===== src/hw/rtl/lli_pkg.sv =====
// Package: widths and payload types for the 3D line-line intersection pipeline.
package lli_pkg;

   // Coordinate format and derived internal widths
   localparam int CW   = 16;           // coordinate width, signed fixed point
   localparam int DW   = CW + 1;       // pt2 - pt1
   localparam int PW   = DW + CW;      // d * dir2 partial product
   localparam int V3W  = PW + 1;       // v3 component
   localparam int V4W  = 2 * CW + 1;   // v4 component
   localparam int NUMW = V3W + V4W + 2; // v3.v4, signed
   localparam int NMW  = NUMW - 1;     // magnitude of v3.v4
   localparam int DENW = 2 * V4W + 1;  // v4.v4, unsigned
   localparam int QW   = 32;           // alpha quotient bits (Q16.16)
   localparam int AW   = QW + 1;       // signed alpha
   localparam int MW   = AW + CW;      // alpha * dir1

   localparam logic signed [AW-1:0] ALPHA_MAX = {2'b00, {(QW-1){1'b1}}};
   localparam logic signed [AW-1:0] ALPHA_MIN = {2'b11, {(QW-1){1'b0}}};

   typedef struct packed {
      logic signed [CW-1:0] pt1_x;
      logic signed [CW-1:0] pt1_y;
      logic signed [CW-1:0] pt1_z;
      logic signed [CW-1:0] dir1_x;
      logic signed [CW-1:0] dir1_y;
      logic signed [CW-1:0] dir1_z;
      logic signed [CW-1:0] pt2_x;
      logic signed [CW-1:0] pt2_y;
      logic signed [CW-1:0] pt2_z;
      logic signed [CW-1:0] dir2_x;
      logic signed [CW-1:0] dir2_y;
      logic signed [CW-1:0] dir2_z;
   } req_type;

   typedef struct packed {
      logic signed [CW-1:0] hit_x;
      logic signed [CW-1:0] hit_y;
      logic signed [CW-1:0] hit_z;
      logic                 no_intersection;
      logic                 saturated;
   } rsp_type;

   // One slot of the restoring divider pipeline
   typedef struct packed {
      logic            valid;
      logic [DENW-1:0] rem;
      logic [DENW-1:0] den;
      logic [QW-1:0]   nbits;   // numerator bits still to shift in
      logic [QW-1:0]   q;
      logic            ovf;     // quotient already known to exceed QW bits
      logic            neg;
      logic            zero;    // parallel directions
      logic [3*CW-1:0] p1;
      logic [3*CW-1:0] v1;
   } div_type;

endpackage


===== src/hw/rtl/lli_div_step.sv =====
// One restoring-division step: one quotient bit per pipeline slot.
module lli_div_step import lli_pkg::*; (
   input  div_type d_in,
   output div_type d_out
);

   logic [DENW:0]   rem_s;
   logic [DENW:0]   diff;
   logic            ge;

   // shift in the next numerator bit, subtract when it fits
   always_comb begin
      rem_s = {d_in.rem, d_in.nbits[QW-1]};
      diff  = rem_s - {1'b0, d_in.den};
      ge    = rem_s >= {1'b0, d_in.den};
      d_out       = d_in;
      d_out.rem   = ge ? diff[DENW-1:0] : rem_s[DENW-1:0];
      d_out.nbits = {d_in.nbits[QW-2:0], 1'b0};
      d_out.q     = {d_in.q[QW-2:0], ge};
   end

endmodule


===== config.mk =====
export PLATFORM = sky130hd
export DESIGN_NAME = lli_div_step
export DESIGN_NICKNAME = d
export VERILOG_FILES = /design/src/hw/rtl/lli_pkg.sv /design/src/hw/rtl/lli_div_step.sv
export SDC_FILE = /design/constraint.sdc
export NUM_CORES = 1
export LEC_CHECK = 0
export BUFFER_PORTS_ARGS = -buffer_cell sky130_fd_sc_hd__buf_2
export CAP_MARGIN = 20
export CORE_AREA = 10 10 226 228
export DETAILED_ROUTE_END_ITERATION = 12
export DIE_AREA = 0 0 236 238
export PLACE_DENSITY_LB_ADDON = 0.05
export SETUP_SLACK_MARGIN = 0.2
export SLEW_MARGIN = 25
export SYNTH_ARGS = -nofsm -noshare
export SYNTH_HDL_FRONTEND = slang
export SYNTH_SLANG_ARGS = --single-unit
export TNS_END_PERCENT = 5

===== constraint.sdc =====
create_clock -name vclk -period 15.2
set_input_delay 4.56 -clock vclk [all_inputs]
set_output_delay 4.56 -clock vclk [all_outputs]
set_load 0.02 [all_outputs]

==> flow_summary.ini <==
[power]
power.density_mw_per_mm2 = 56.7
p_leak_nw = 3.69
fin_total_pwr_mw = 0.431
ir_drop_uv = 18.6

[setup_path]
crit_fanout = 44
endpoint_kind = output pin
arrival_ps = 8310
required_ps = 10640
critPathLaunchType = input pin
worstPathCellList = buf_2, inv_1, ha_1, inv_1, fa_1, a21oi_1, o211ai_1, a31oi_4, nand3_2, a31oi_2, a31oi_2, o2111ai_2, and2_4, inv_8, mux2_4, buf_2
slowest_stage = and2_4
worstSetupPathType = in -> out
crit_path_max_incr_delay_ps = 490

[detailed_routing]
vias = 7157
vias_per_cell = 4.25
drc_errors = 0
wl_per_cell_um = 22.0
firstDrtPassIters = 4
wl_mm = 37.0
drt-initial-drc-count = 255
final_antenna_net_count = 0

[cells_and_area]
nets = 1444
layout-drive-gt1-share_pct = 32.4
n_fill_cell = 5465
area_growth_pct = 2.37
regArea_um2 = 0
clkbuf_count = 0
n_sequential_cell = 0

[grt]
grt_use_met3_pct = 3.54
grt_max_degree = 45
grt_pass1_vias = 8079
antenna_found_initial = 2
grt_pass1_wl_mm = 53.7
met1_usage_pct = 14.6
grt_overflow = 0
grt_usage_pct = 12.3
grt-busiest-layer = met2
met2_usage_pct = 21.8

[synthesis]
synth_compound_area_share_pct = 24.5
seq_area_frac_synth_pct = 0
synth_top_family_by_area = buffers and inverters
synth_cell_type_count = 73
synthCells = 1071
synth.net_count = 1437
synth_fa_ha_area_share_pct = 11.5
synth-simple-area-share_pct = 16.9
avgSynthCellArea_um2 = 6.94
yosysWarnings = 0
synthMuxAreaShare_pct = 8.77
synthXorXnorAreaFrac_pct = 6.60
syn_area_mm2 = 0.00743

[floorplanning]
die_h_um = 238
start_util_pct = 16.0
fp.dieW_um = 236
num_io_pins = 596
die_area_mm2 = 0.0562
core_area_mm2 = 0.0464
num_rows = 79

[timing]
max_freq_mhz = 77.7
rsz0062_at_grt = false
worstMarginPinSlew_ps = 986
relSlewSlack_pct = 33.7
fin_crit_ps = 12870
maxSlewViolCount = 0
post-route-period-util_pct = 84.7
fin_setup_tns_ps = 0
whs_ps = 9120
final_hold_viol_count = 0
setup_viol = 0

[run_status]
status = complete, no violations

[placement]
port_buffers = 270
gp_congestion = 0.737
dp_hpwl_mm = 32.5

[cts]
post_cts_resize_count = 0
post_cts_buffers = 0
cts_hold_buf = 0

[job]
cap_violations = 0

[worst_hold_path]
min_path_type = in -> out
[metrics by stage]
stage	util, %	setup slack, ps	cell area [um2]	cells
after floorplan	-	3380	7430	1071
after global placement	16.4	2210	7600	1683
after detailed placement	16.4	2180	7600	1683
after CTS	16.4	2180	7600	1683
after global routing	16.4	2070	7610	1684
final	16.4	2330	7610	1685
[placed cells by master, fill, tap and decap left out, types with 29 or more instances in the layout]
master,count
a21oi_1,95
ha_1,67
nand3_1,32
nand4_1,32
o21ai_0,49
nand2_1,69
inv_1,96
xnor2_1,41
buf_2,270
mux2_4,39
nor2_1,59
a21o_1,29
[cells in the mapped netlist (5+ instances only)]
master    instances  area share, %
o21a_1           10            1.0
buf_4           231             23
and3_1            9           0.76
a211oi_1          5           0.51
clkbuf_1         12           0.61
o31ai_1          12            1.2
nand4_1          32            2.7
xnor2_1          41            4.8
a21oi_2           8           0.94
o211ai_1          7           0.71
o21ai_1           9           0.61
xor2_1           15            1.8
buf_2            20            1.3
inv_1            96            4.8
nand3_1          32            2.2
a31oi_1           5           0.42
nor2_1           59            3.0
mux2_2            5           0.76
o21ai_0          49            3.3
nand2_1          69            3.5
mux2_4           39            7.9
nor3_1           17            1.1
o21bai_1         23            2.3
a21o_1           29            2.9
a21oi_1          95            6.4
ha_1             67             11
[metal layers]
metal,routed length [um],vias to the layer above
met5,44,-
met4,462,2
met3,2640,38
met2,18000,317
met1,15900,3301
li1,-,3499
[power breakdown]
part,internal (mW),switching [mW]
sequential,0,0
combinational,0.165,0.266
clock,0.0000000176,0
total,0.165,0.266
[cell type report]
class,instances,area [um2],share of cell area [%]
multi-input cells,705,5090,66.9
diodes,2,5.00,0.0658
well taps,607,759,9.98
inverters,97,372,4.88
repair buffers,274,1380,18.2
[critical path, delay by kind of cell]
family / cells / cell delay [ps]
buf+inv: 5 / 680
simple gates: 2 / 650
compound gates: 6 / 1380
mux: 1 / 370
fa+ha+maj: 2 / 610
[cells by family (layout without fill, tap and decap cells)]
family / after synthesis / after routing
xor gates and xnor gates: 56 / 56
other: 1 / 3
AOI/OAI and AO/OA: 282 / 282
buffers and inverters: 366 / 371
muxes: 45 / 45
adders and majority gates: 68 / 68
and+or+nand+nor: 253 / 253
[worst paths after layout]
path,startpoint,end,slack [ps],cells past startpoint
worst min-delay path,d_in[104],d_out[105],9120,0
worst max-delay path,d_in[162],d_out[281],2330,16
No activity file was read; power rests on OpenSTA's default activity.
